$ cat config.mk
export PLATFORM = sky130hd
export DESIGN_NAME = mbrot_queue
export DESIGN_NICKNAME = d
export VERILOG_FILES = /design/src/design/mbrot_pkg.sv /design/src/design/mbrot_queue.sv
export SDC_FILE = /design/constraint.sdc
export NUM_CORES = 1
export LEC_CHECK = 0
export BUFFER_PORTS_ARGS = -buffer_cell sky130_fd_sc_hd__buf_2
export CORE_ASPECT_RATIO = 1.1
export CORE_MARGIN = 4
export CORE_UTILIZATION = 45
export CTS_CLUSTER_DIAMETER = 150
export DETAILED_ROUTE_END_ITERATION = 12
export HOLD_SLACK_MARGIN = 0.03
export PLACE_DENSITY = 0.7
export SLEW_MARGIN = 40
export SYNTH_ARGS = -nofsm -noshare
export SYNTH_HDL_FRONTEND = slang
export SYNTH_SLANG_ARGS = --single-unit
$ cat constraint.sdc
create_clock -name clk -period 4.9 [get_ports clk]
set_input_delay 0.735 -clock clk [delete_from_list [all_inputs] [get_ports clk]]
set_output_delay 0.735 -clock clk [all_outputs]
set_load 0.05 [all_outputs]
$ cat src/design/mbrot_pkg.sv
// ----------------------------------------------------------------------------
// Mandelbrot pixel package
// Shared types, constants and helper functions for the escape-time pixel block.
// ----------------------------------------------------------------------------
package mbrot_pkg;

    // Image geometry. The centre of the image maps to the view offset.
    localparam int IMAGE_WIDTH  = 800;
    localparam int IMAGE_HEIGHT = 800;

    // Pixel coordinate width and the width of the doubled, centred coordinate.
    localparam int COORD_W = 10;
    localparam int DELTA_W = 13;

    // Fixed-point format: signed Q8.24.
    localparam int Q_FRAC = 24;
    localparam int VAL_W  = 32;
    localparam int PROD_W = 2 * VAL_W;
    localparam int SAT_W  = 48;

    // Escape radius squared, 4.0 in the Q16.48 product format.
    localparam logic [PROD_W-1:0] ESCAPE_LIMIT = PROD_W'(4) << (2 * Q_FRAC);

    // Register reset values.
    localparam logic signed [VAL_W-1:0] OFFSET_RESET = '0;
    localparam logic [VAL_W-1:0]        SCALE_RESET  = 32'd83886;
    localparam logic [7:0]              ITER_RESET   = 8'd100;

    // Depth of the queue between the front and the back.
    localparam int QUEUE_DEPTH = 2;
    localparam int QPTR_W      = $clog2(QUEUE_DEPTH);
    localparam int QCNT_W      = $clog2(QUEUE_DEPTH + 1);

    // Colour gradient divisors.
    localparam int Grad5Div = 31;
    localparam int Grad6Div = 63;

    // Configuration register indexes.
    typedef enum logic [1:0] {
        REG_OFFSET_REAL    = 2'd0,
        REG_OFFSET_IMAG    = 2'd1,
        REG_PIXEL_SCALE    = 2'd2,
        REG_MAX_ITERATIONS = 2'd3
    } reg_index_t;

    // Live configuration.
    typedef struct packed {
        logic signed [VAL_W-1:0] offset_real;
        logic signed [VAL_W-1:0] offset_imag;
        logic [VAL_W-1:0]        pixel_scale;
        logic [7:0]              max_iterations;
    } cfg_t;

    // Input beat.
    typedef struct packed {
        logic [COORD_W-1:0] pixel_x;
        logic [COORD_W-1:0] pixel_y;
    } pixel_t;

    // Result beat.
    typedef struct packed {
        logic [7:0] iteration_count;
        logic       inside_set;
        logic [7:0] red;
        logic [7:0] green;
        logic [7:0] blue;
    } result_t;

    // Mapped complex point passed from the front to the back.
    typedef struct packed {
        logic signed [VAL_W-1:0] c_re;
        logic signed [VAL_W-1:0] c_im;
    } point_t;

    // Saturate a wide signed value to the Q8.24 range.
    function automatic logic signed [VAL_W-1:0] sat_q824(input logic signed [SAT_W-1:0] v);
        logic signed [VAL_W-1:0] res;
        if (v[SAT_W-1:VAL_W-1] == '0 || v[SAT_W-1:VAL_W-1] == '1) begin
            res = v[VAL_W-1:0];
        end else if (v[SAT_W-1]) begin
            res = {1'b1, {(VAL_W-1){1'b0}}};
        end else begin
            res = {1'b0, {(VAL_W-1){1'b1}}};
        end
        return res;
    endfunction

    // 255*k/31: 8k plus floor(7k/31), found by comparing against multiples of 31.
    function automatic logic [7:0] grad_32(input logic [4:0] k);
        logic [7:0] y;
        logic [2:0] extra;
        y     = {3'b000, k} * 8'd7;
        extra = '0;
        for (int j = 1; j <= 7; j++) begin
            if (y >= 8'(Grad5Div * j)) begin
                extra = extra + 3'd1;
            end
        end
        return {k, 3'b000} + {5'b00000, extra};
    endfunction

    // 255*k/63: 4k plus floor(3k/63).
    function automatic logic [7:0] grad_64(input logic [5:0] k);
        logic [7:0] y;
        logic [1:0] extra;
        y     = {2'b00, k} * 8'd3;
        extra = '0;
        for (int j = 1; j <= 3; j++) begin
            if (y >= 8'(Grad6Div * j)) begin
                extra = extra + 2'd1;
            end
        end
        return {k, 2'b00} + {6'b000000, extra};
    endfunction

    // 255*k/127: 2k plus one at the top step.
    function automatic logic [7:0] grad_128(input logic [6:0] k);
        return {k, 1'b0} + {7'b0000000, (k == 7'h7f)};
    endfunction

endpackage

$ cat src/design/mbrot_queue.sv
// ----------------------------------------------------------------------------
// Mandelbrot point queue
// Short first-in first-out buffer between the front and the back.
// ----------------------------------------------------------------------------
module mbrot_queue
    import mbrot_pkg::*;
(
    input  logic   clk,
    input  logic   rst_n,
    input  logic   wr_valid,
    output logic   wr_ready,
    input  point_t wr_data,
    output logic   rd_valid,
    input  logic   rd_ready,
    output point_t rd_data
);

    point_t             entry_reg [QUEUE_DEPTH];
    logic [QPTR_W-1:0]  wr_ptr_reg;
    logic [QPTR_W-1:0]  wr_ptr_next;
    logic [QPTR_W-1:0]  rd_ptr_reg;
    logic [QPTR_W-1:0]  rd_ptr_next;
    logic [QCNT_W-1:0]  count_reg;
    logic [QCNT_W-1:0]  count_next;
    logic               do_wr;
    logic               do_rd;

    assign wr_ready = (count_reg != QCNT_W'(QUEUE_DEPTH));
    assign rd_valid = (count_reg != '0);
    assign rd_data  = entry_reg[rd_ptr_reg];
    assign do_wr    = wr_valid && wr_ready;
    assign do_rd    = rd_valid && rd_ready;

    // Pointers wrap naturally since the depth is a power of two.
    always_comb
    begin
        wr_ptr_next = wr_ptr_reg;
        rd_ptr_next = rd_ptr_reg;
        count_next  = count_reg;
        if (do_wr) begin
            wr_ptr_next = wr_ptr_reg + 1'b1;
        end
        if (do_rd) begin
            rd_ptr_next = rd_ptr_reg + 1'b1;
        end
        if (do_wr && !do_rd) begin
            count_next = count_reg + 1'b1;
        end else if (do_rd && !do_wr) begin
            count_next = count_reg - 1'b1;
        end
    end

    always_ff @(posedge clk or negedge rst_n)
    begin
        if (!rst_n) begin
            wr_ptr_reg <= '0;
            rd_ptr_reg <= '0;
            count_reg  <= '0;
        end else begin
            wr_ptr_reg <= wr_ptr_next;
            rd_ptr_reg <= rd_ptr_next;
            count_reg  <= count_next;
        end
    end

    always_ff @(posedge clk)
    begin
        if (do_wr) begin
            entry_reg[wr_ptr_reg] <= wr_data;
        end
    end

endmodule

==> impl_results.md <==
- Max_cap viols: 0
- Post-CTS resize count: 0
- CORE AREA: 0.0109 mm^2
- WHS: 132 ps
- Total number of vias: 2461
- Nets: 436
- WP data arrival: 1930 ps
- Met3 WL: 584 um
- Num Clock Sinks: 132
- DR top layer: met4
- Number of DRC markers in iteration 0: 85
- Tightest Pin Transition: 533 ps
- FMAX: 0.375 GHz
- Root Driver: clkbuf_16
- Clock buffer depth: 2
- Hold Path Class: in -> async
- Largest cells by area after synthesis: edfxtp_1, mux2_4, mux2_2
- CTS tree: built
- Slew Viols, Final: 0
- Max H-tree Level: 4
- Rows: 40
- Leak Pwr: 2.58 nW
- Worst Setup Start Kind: register
- Die area: 0.0129 mm^2
- First-pass iteration count of the detailed router: 4
- Mapped cell area: 0.00502 mm^2
- I/O pin cnt: 134
- Clk Latency, worst-skew pair: 410 ps
- Ant. Diodes: 0
- WS Path Type: reg -> out
- Max reg flops: 128
- Die W: 109 um
- DRT met1 WL: 3430 um
- Slew HR: 64.4%
- Yosys cell types: 15
- Top_reg_cell synth: edfxtp_1
- DPL Wire Length: 5720 um
- # DRC: 0
- Mapped Avg Cell Area: 23.1 um^2
- Req. time, crit path: 4160 ps
- Avg WL per Cell: 16.5 um
- Cells after synthesis: 217
- R2R Setup Slk: 2650 ps
- Initial Utilization: 46.0%
- Post-CTS Hold Buffers: 0
- Yosys reg bits: 132
- Post-synth top cells: edfxtp_1, mux2_4, mux2_2
- Crit end category: output pin
- Layout cells sized above 1: 61.1%
- Count leader, synth: edfxtp_1
- Clock transition at path regs: 60 ps
- Ys Warns: 0
- Routed wire length: 8720 um
- Post-Syn Nets: 286
- Setup violators final: 0
- First-pass GRT wire length: 13700 um
- FF/Latch Area: 0.00395 mm^2
- Post-Route Skew: 9.78 ps
- RSZ-0062 raised after global routing: no
- Vias per cell: 4.67
- Placer Congestion: 0.713
- Vias in the first global route: 2667
- Max IR drop VDD: 0.000392 V
- Post-route setup TNS: 0 ps
- Pwr dens: 740 mW/mm^2
- Synth area leader: edfxtp_1
- Clock buffer count from CTS: 17
- Multi-input logic area: 0.00101 mm^2
- Die height: 119 um
- Final Hold Fails: 0
- Pin count of the biggest net entering global routing: 38
- Area delta synth->final: 28.2%
- Status: finished clean
- Register area share after synthesis: 78.6%
- Tcrit/Tclk final: 54.4%
- Gr ovfl total: 0
- Post-CTS setup buffer count: 0
- Overall global routing resource usage: 14.3%
- Top-area cell type share of the netlist area: 76.6%
- EDFF count, synth: 128
- Async SR Flop Fraction: 3.03%
- DR WL met2: 4590 um
- Fill count: 879
- Initial antenna violation count: 0
- Number of port buffers: 133
- Tmin final: 2670 ps
- Final ANT Viol Nets: 0
- CP Max Fanout: 24
[critical path, stage by stage, from the launching register on]
cell     delay [ps]
dfrtp_4         670
buf_12          270
mux2_2          350
buf_2           210
[metrics by stage]
step                worst slack [ps]  cell area, um^2  total power, mW  utilization [%]  cells
global route                    2150             6430             4.97             59.0    527
CTS                             2190             6420             4.81             58.8    526
floorplan                        667             5020             3.27                -    217
detailed placement              2260             5870             3.63             53.8    494
finish                          2230             6430             4.76             59.0    527
global placement                2300             5820             3.58             53.4    492
[area by class of cell]
cell class	count	share of cell area, %
sequential	132	61.4
multi-input combinational	77	15.7
timing repair buffer	138	11.4
clock buffer	20	6.79
tap	147	2.86
clock inverter	12	1.77
inverter	1	0.0584
[cell usage in the layout (no fill, tap or decap), drive strengths merged]
master,count
clkinvlp,1
clkbuf,20
or2,1
inv,1
nand2b,1
nor2,2
ha,1
xor2,2
buf,138
xnor2,3
edfxtp,128
clkinv,9
nand2,2
and3,1
mux2,64
bufinv,2
dfrtp,4
[metal layers]
metal | up-vias | track usage (%)
li1 | 1158 | -
met1 | 1215 | 16.0
met2 | 80 | 23.8
met3 | 8 | 5.68
met4 | 0 | 6.63
met5 | - | 0
[where the power goes]
part	leakage (nW)	switching, mW	internal [mW]	total, mW
Combinational	1.07	1.31	0.620	1.93
Sequential	1.23	0.114	1.55	1.66
Clock	0.272	0.427	0.739	1.17
[logic make-up after synthesis]
family	after synthesis	synth area share [%]
xor gates and xnor gates	5	0.873
muxes	64	18.1
adders and majority gates	1	0.249
DFF	132	78.6
and+or+nand+nor	7	0.673
buffers and inverters	8	1.52
[path summary, 6_finish.rpt]
path,start,to,cells past startpoint
worst max-delay path,rd_ptr_reg,rd_data[49],3
worst min-delay path,rst_n,wr_ptr_reg,1
worst max register to register,count_reg[0],entry_reg[0][44],5
worst min register to register,count_reg[1],count_reg[1],1
max in group asynchronous,rst_n,rd_ptr_reg,1
min in group clk,count_reg[1],count_reg[1],1
(Power assumes the default switching activity.)
