==> src/design/mbrot_pkg.sv <==
// ----------------------------------------------------------------------------
// Mandelbrot pixel package
// Shared types, constants and helper functions for the escape-time pixel block.
// ----------------------------------------------------------------------------
package mbrot_pkg;

    // Image geometry. The centre of the image maps to the view offset.
    localparam int IMAGE_WIDTH  = 800;
    localparam int IMAGE_HEIGHT = 800;

    // Pixel coordinate width and the width of the doubled, centred coordinate.
    localparam int COORD_W = 10;
    localparam int DELTA_W = 13;

    // Fixed-point format: signed Q8.24.
    localparam int Q_FRAC = 24;
    localparam int VAL_W  = 32;
    localparam int PROD_W = 2 * VAL_W;
    localparam int SAT_W  = 48;

    // Escape radius squared, 4.0 in the Q16.48 product format.
    localparam logic [PROD_W-1:0] ESCAPE_LIMIT = PROD_W'(4) << (2 * Q_FRAC);

    // Register reset values.
    localparam logic signed [VAL_W-1:0] OFFSET_RESET = '0;
    localparam logic [VAL_W-1:0]        SCALE_RESET  = 32'd83886;
    localparam logic [7:0]              ITER_RESET   = 8'd100;

    // Depth of the queue between the front and the back.
    localparam int QUEUE_DEPTH = 2;
    localparam int QPTR_W      = $clog2(QUEUE_DEPTH);
    localparam int QCNT_W      = $clog2(QUEUE_DEPTH + 1);

    // Colour gradient divisors.
    localparam int Grad5Div = 31;
    localparam int Grad6Div = 63;

    // Configuration register indexes.
    typedef enum logic [1:0] {
        REG_OFFSET_REAL    = 2'd0,
        REG_OFFSET_IMAG    = 2'd1,
        REG_PIXEL_SCALE    = 2'd2,
        REG_MAX_ITERATIONS = 2'd3
    } reg_index_t;

    // Live configuration.
    typedef struct packed {
        logic signed [VAL_W-1:0] offset_real;
        logic signed [VAL_W-1:0] offset_imag;
        logic [VAL_W-1:0]        pixel_scale;
        logic [7:0]              max_iterations;
    } cfg_t;

    // Input beat.
    typedef struct packed {
        logic [COORD_W-1:0] pixel_x;
        logic [COORD_W-1:0] pixel_y;
    } pixel_t;

    // Result beat.
    typedef struct packed {
        logic [7:0] iteration_count;
        logic       inside_set;
        logic [7:0] red;
        logic [7:0] green;
        logic [7:0] blue;
    } result_t;

    // Mapped complex point passed from the front to the back.
    typedef struct packed {
        logic signed [VAL_W-1:0] c_re;
        logic signed [VAL_W-1:0] c_im;
    } point_t;

    // Saturate a wide signed value to the Q8.24 range.
    function automatic logic signed [VAL_W-1:0] sat_q824(input logic signed [SAT_W-1:0] v);
        logic signed [VAL_W-1:0] res;
        if (v[SAT_W-1:VAL_W-1] == '0 || v[SAT_W-1:VAL_W-1] == '1) begin
            res = v[VAL_W-1:0];
        end else if (v[SAT_W-1]) begin
            res = {1'b1, {(VAL_W-1){1'b0}}};
        end else begin
            res = {1'b0, {(VAL_W-1){1'b1}}};
        end
        return res;
    endfunction

    // 255*k/31: 8k plus floor(7k/31), found by comparing against multiples of 31.
    function automatic logic [7:0] grad_32(input logic [4:0] k);
        logic [7:0] y;
        logic [2:0] extra;
        y     = {3'b000, k} * 8'd7;
        extra = '0;
        for (int j = 1; j <= 7; j++) begin
            if (y >= 8'(Grad5Div * j)) begin
                extra = extra + 3'd1;
            end
        end
        return {k, 3'b000} + {5'b00000, extra};
    endfunction

    // 255*k/63: 4k plus floor(3k/63).
    function automatic logic [7:0] grad_64(input logic [5:0] k);
        logic [7:0] y;
        logic [1:0] extra;
        y     = {2'b00, k} * 8'd3;
        extra = '0;
        for (int j = 1; j <= 3; j++) begin
            if (y >= 8'(Grad6Div * j)) begin
                extra = extra + 2'd1;
            end
        end
        return {k, 2'b00} + {6'b000000, extra};
    endfunction

    // 255*k/127: 2k plus one at the top step.
    function automatic logic [7:0] grad_128(input logic [6:0] k);
        return {k, 1'b0} + {7'b0000000, (k == 7'h7f)};
    endfunction

endpackage

==> src/design/mbrot_front.sv <==
// ----------------------------------------------------------------------------
// Mandelbrot pixel front
// Accepts pixel beats and maps each coordinate to its complex point c.
// ----------------------------------------------------------------------------
module mbrot_front
    import mbrot_pkg::*;
(
    input  logic    clk,
    input  logic    rst_n,
    input  cfg_t    cfg,
    input  logic    in_valid,
    output logic    in_ready,
    input  pixel_t  in_data,
    output logic    push_valid,
    input  logic    push_ready,
    output point_t  push_data
);

    logic   stage_valid_reg;
    logic   stage_valid_next;
    pixel_t stage_data_reg;
    logic   in_take;

    logic signed [DELTA_W-1:0] dx;
    logic signed [DELTA_W-1:0] dy;
    logic signed [DELTA_W+VAL_W:0] px_prod;
    logic signed [DELTA_W+VAL_W:0] py_prod;
    logic signed [SAT_W-1:0] re_sum;
    logic signed [SAT_W-1:0] im_sum;

    // The stage takes a new beat when it is empty or its point moves on.
    assign in_ready = !stage_valid_reg || push_ready;
    assign in_take  = in_valid && in_ready;

    always_comb
    begin
        stage_valid_next = stage_valid_reg;
        if (in_take) begin
            stage_valid_next = 1'b1;
        end else if (push_ready) begin
            stage_valid_next = 1'b0;
        end
    end

    always_ff @(posedge clk or negedge rst_n)
    begin
        if (!rst_n) begin
            stage_valid_reg <= 1'b0;
        end else begin
            stage_valid_reg <= stage_valid_next;
        end
    end

    always_ff @(posedge clk)
    begin
        if (in_take) begin
            stage_data_reg <= in_data;
        end
    end

    // Doubled coordinate relative to the image centre, so odd sizes stay exact.
    assign dx = $signed({2'b00, stage_data_reg.pixel_x, 1'b0}) - $signed(DELTA_W'(IMAGE_WIDTH));
    assign dy = $signed({2'b00, stage_data_reg.pixel_y, 1'b0}) - $signed(DELTA_W'(IMAGE_HEIGHT));

    // Scale, halve rounding toward minus infinity, add the offset and saturate.
    assign px_prod = dx * $signed({1'b0, cfg.pixel_scale});
    assign py_prod = dy * $signed({1'b0, cfg.pixel_scale});
    assign re_sum  = SAT_W'(px_prod >>> 1) + SAT_W'(cfg.offset_real);
    assign im_sum  = SAT_W'(py_prod >>> 1) + SAT_W'(cfg.offset_imag);

    assign push_valid     = stage_valid_reg;
    assign push_data.c_re = sat_q824(re_sum);
    assign push_data.c_im = sat_q824(im_sum);

endmodule

==> config.mk <==
export PLATFORM = sky130hd
export DESIGN_NAME = mbrot_front
export DESIGN_NICKNAME = d
export VERILOG_FILES = /design/src/design/mbrot_pkg.sv /design/src/design/mbrot_front.sv
export SDC_FILE = /design/constraint.sdc
export NUM_CORES = 2
export LEC_CHECK = 0
export BUFFER_PORTS_ARGS = -buffer_cell sky130_fd_sc_hd__buf_2
export CORE_MARGIN = 1.5
export CORE_UTILIZATION = 25
export CTS_CLUSTER_SIZE = 10
export DETAILED_ROUTE_END_ITERATION = 10
export PLACE_DENSITY = 0.39
export SLEW_MARGIN = 40
export SYNTH_ARGS = -nofsm -noshare
export SYNTH_HDL_FRONTEND = slang
export SYNTH_SLANG_ARGS = --single-unit
==> constraint.sdc <==
create_clock -name clk -period 9.6 [get_ports clk]
set_clock_uncertainty 0.05 [all_clocks]
set_input_delay 0.48 -clock clk [delete_from_list [all_inputs] [get_ports clk]]
set_output_delay 0.48 -clock clk [all_outputs]
set_load 0.005 [all_outputs]
==> flow_summary.ini <==
[die]
fp.dieW_um = 351
ios = 194
die_y_um = 351
start_util = 0.253
rows = 127
core_area_um2 = 120000
die_area_um2 = 123000

[yosys]
yosys.area_share.simple = 0.181
yosysWarnings = 0
yosys.area.top_type = fa_1
yosysTopAreaCellShare = 0.358
ys.flop_type = edfxtp_1
synthMuxAreaShare = 0.0113
synth_area_per_cell_um2 = 8.42
ys_seq_area_frac = 0.0206
synth_top_family_by_area = adder cells
async_flop_share = 0.0476
syn_inst = 3603
ys_ff_latch = 21
synth_edf_count = 20
synth_nets = 4665
yosys.area_share.xor_xnor = 0.0459
synth_area_leaders = fa_1 36%, ha_1 16%, inv_1 8.1%, and2_1 5.6%, nand2_1 5.1%
yosys.cell_types.count = 77
mappedNetlistArea_um2 = 30300
synth_fa_ha_area_frac = 0.519
synth_compound_area_frac = 0.118

[sta]
finalHoldViolCount = 0
finalSetupViolations = 62
post-route-period-util = 1.06
rsz0062_at_grt = true
slew_headroom = 0.583
fin_crit_ns = 10.19
worst_pin_slew_ns = 0.620
drv_slew = 0
timing.final.ws_setup_ns = -0.587
fmax_ghz = 0.0982

[setup_path]
max_stage_delay_ns = 0.57
path_max_fanout = 8
worstSetupStartpointType = register
crit_top_cell = o21a_1
required_ns = 9.07
worstPathArrival_ns = 9.66
endpoint_kind = output pin
path_class = reg2out
crit_family = adder cells
path_buf_inv = 14
cpMaxStageDelayCell = fa_1

[job]
maxCapViolations = 0

[cts]
clock_latency_ns = 0.28
clkSlewWorstSetupHoldPaths_ns = 0.07
clk_path_buf_depth = 2
h-tree-depth = 1
tritoncts = done
cts.sinks = 21
cts_root_buf = clkbuf_16
numCtsBuffers = 3

[final_layout]
largest_register_ffs = 20
fin_cells = 5879
final_cell_mix = 638 x inv_1, 562 x buf_4, 537 x fa_1, 401 x nand2_1, 372 x ha_1
nFillCells = 13000
final_common_cell = inv_1
num-nets-final = 5327
drive_gt1_frac = 0.253
synthToLayoutAreaGrowth_pct = 29.5

[outcome]
violations = negative setup slack
status = finished with violations

[route]
viasPerCell = 4.39
avgRoutedWirePerCell_um = 17.3
totalWireLength_um = 102000
ant_nets = 0
drc_errors = 0
firstDrtPassIters = 5
vias = 25800
drt-initial-drc-count = 858

[place]
place_inst = 5806
place_congestion = 0.826
port_buffers = 185
dpl.hpwl_um = 88400

[min_path]
hold_class = in2reg

[global_route]
grt_overflow = 0
grt_max_degree = 33
grt_use_total = 0.168
grt_pass1_wl_um = 161000
grt_pass1_vias = 28500
grt_antenna_before_repair = 15
## metal layers
metal / track usage / wire length, um
met5: 0 / 34
met4: 0.0307 / 1840
met3: 0.0124 / 2910
met2: 0.302 / 50600
met1: 0.219 / 46200
## worst paths after layout
check / start / to / slack (ns) / cells after the start
min in group asynchronous: rst_n / push_valid / 0.45 / 2
worst min register to register: push_valid / push_valid / 0.48 / 2
worst min-delay path: in_data[0] / stage_data_reg[0] / 0.32 / 1
worst max-delay path: stage_data_reg[4] / push_data[26] / -0.59 / 47
worst max register to register: push_valid / stage_data_reg[15] / 8.14 / 2
max in group asynchronous: rst_n / push_valid / 8.97 / 2
## timing repair
action,CTS,global route
endpoints found under the hold margin,1,0
gates cloned,4,2
buffers inserted,57,17
gates resized for setup,132,123
pin swaps,91,100
hold buffers,1,0
setup endpoints to repair,64,64
## area by class of cell
class	instances	area, um2	share of cell area
Antenna cell	3	7.51	0.000191
Clock buffer	3	75.1	0.00191
Clock inverter	1	7.51	0.000191
Inverter	653	2460	0.0626
Multi-Input combinational cell	2763	27600	0.704
Sequential cell	21	626	0.0159
Tap cell	1612	2020	0.0513
Timing Repair Buffer	823	6450	0.164
## logic make-up (layout without fill, tap and decap cells)
| family | Yosys count | count (layout) |
|---|---|---|
| AO/OA/AOI/OAI | 534 | 534 |
| multiplexers | 33 | 33 |
| AND/OR/NAND/NOR | 1103 | 1103 |
| flip-flops | 21 | 21 |
| other | 0 | 3 |
| XOR/XNOR | 159 | 159 |
| adder cells (fa/ha/maj) | 934 | 934 |
| buffers and inverters | 819 | 1480 |
## stage by stage
| step | cell area (um2) | util | setup WS [ns] | setup TNS [ns] | hold WS (ns) |
|---|---|---|---|---|---|
| 5_1_grt | 39300 | 0.327 | -0.985 | -58.09 | 0.321 |
| 3_5_place_dp | 37400 | 0.312 | -1.03 | -46.80 | 0.206 |
| 2_1_floorplan | 30400 | - | 0.0294 | 0 | 0.134 |
| 3_3_place_gp | 37400 | 0.312 | -1.12 | -49.17 | 0.206 |
| 6_report | 39300 | 0.327 | -0.587 | -30.49 | 0.324 |
| 4_1_cts | 38700 | 0.322 | -0.740 | -42.37 | 0.321 |
## Yosys cell counts (26+ instances only)
| cell | n |
|---|---|
| inv_1 | 652 |
| fa_1 | 542 |
| nand2_1 | 411 |
| ha_1 | 392 |
| and2_1 | 273 |
| a21oi_1 | 164 |
| clkbuf_1 | 144 |
| nor2_1 | 141 |
| xnor2_1 | 99 |
| a21o_1 | 76 |
| nand2b_1 | 75 |
| o21ai_0 | 73 |
| xor2_1 | 60 |
| nor2b_1 | 37 |
| nor3_1 | 36 |
| a21oi_2 | 32 |
| nand4_1 | 32 |
| mux2i_1 | 29 |
| nand3_1 | 29 |
| o21a_1 | 28 |
| o21bai_1 | 26 |
Power is not shown: default switching activity piles up to over one toggle a cycle in this logic, so the estimate is an artifact.
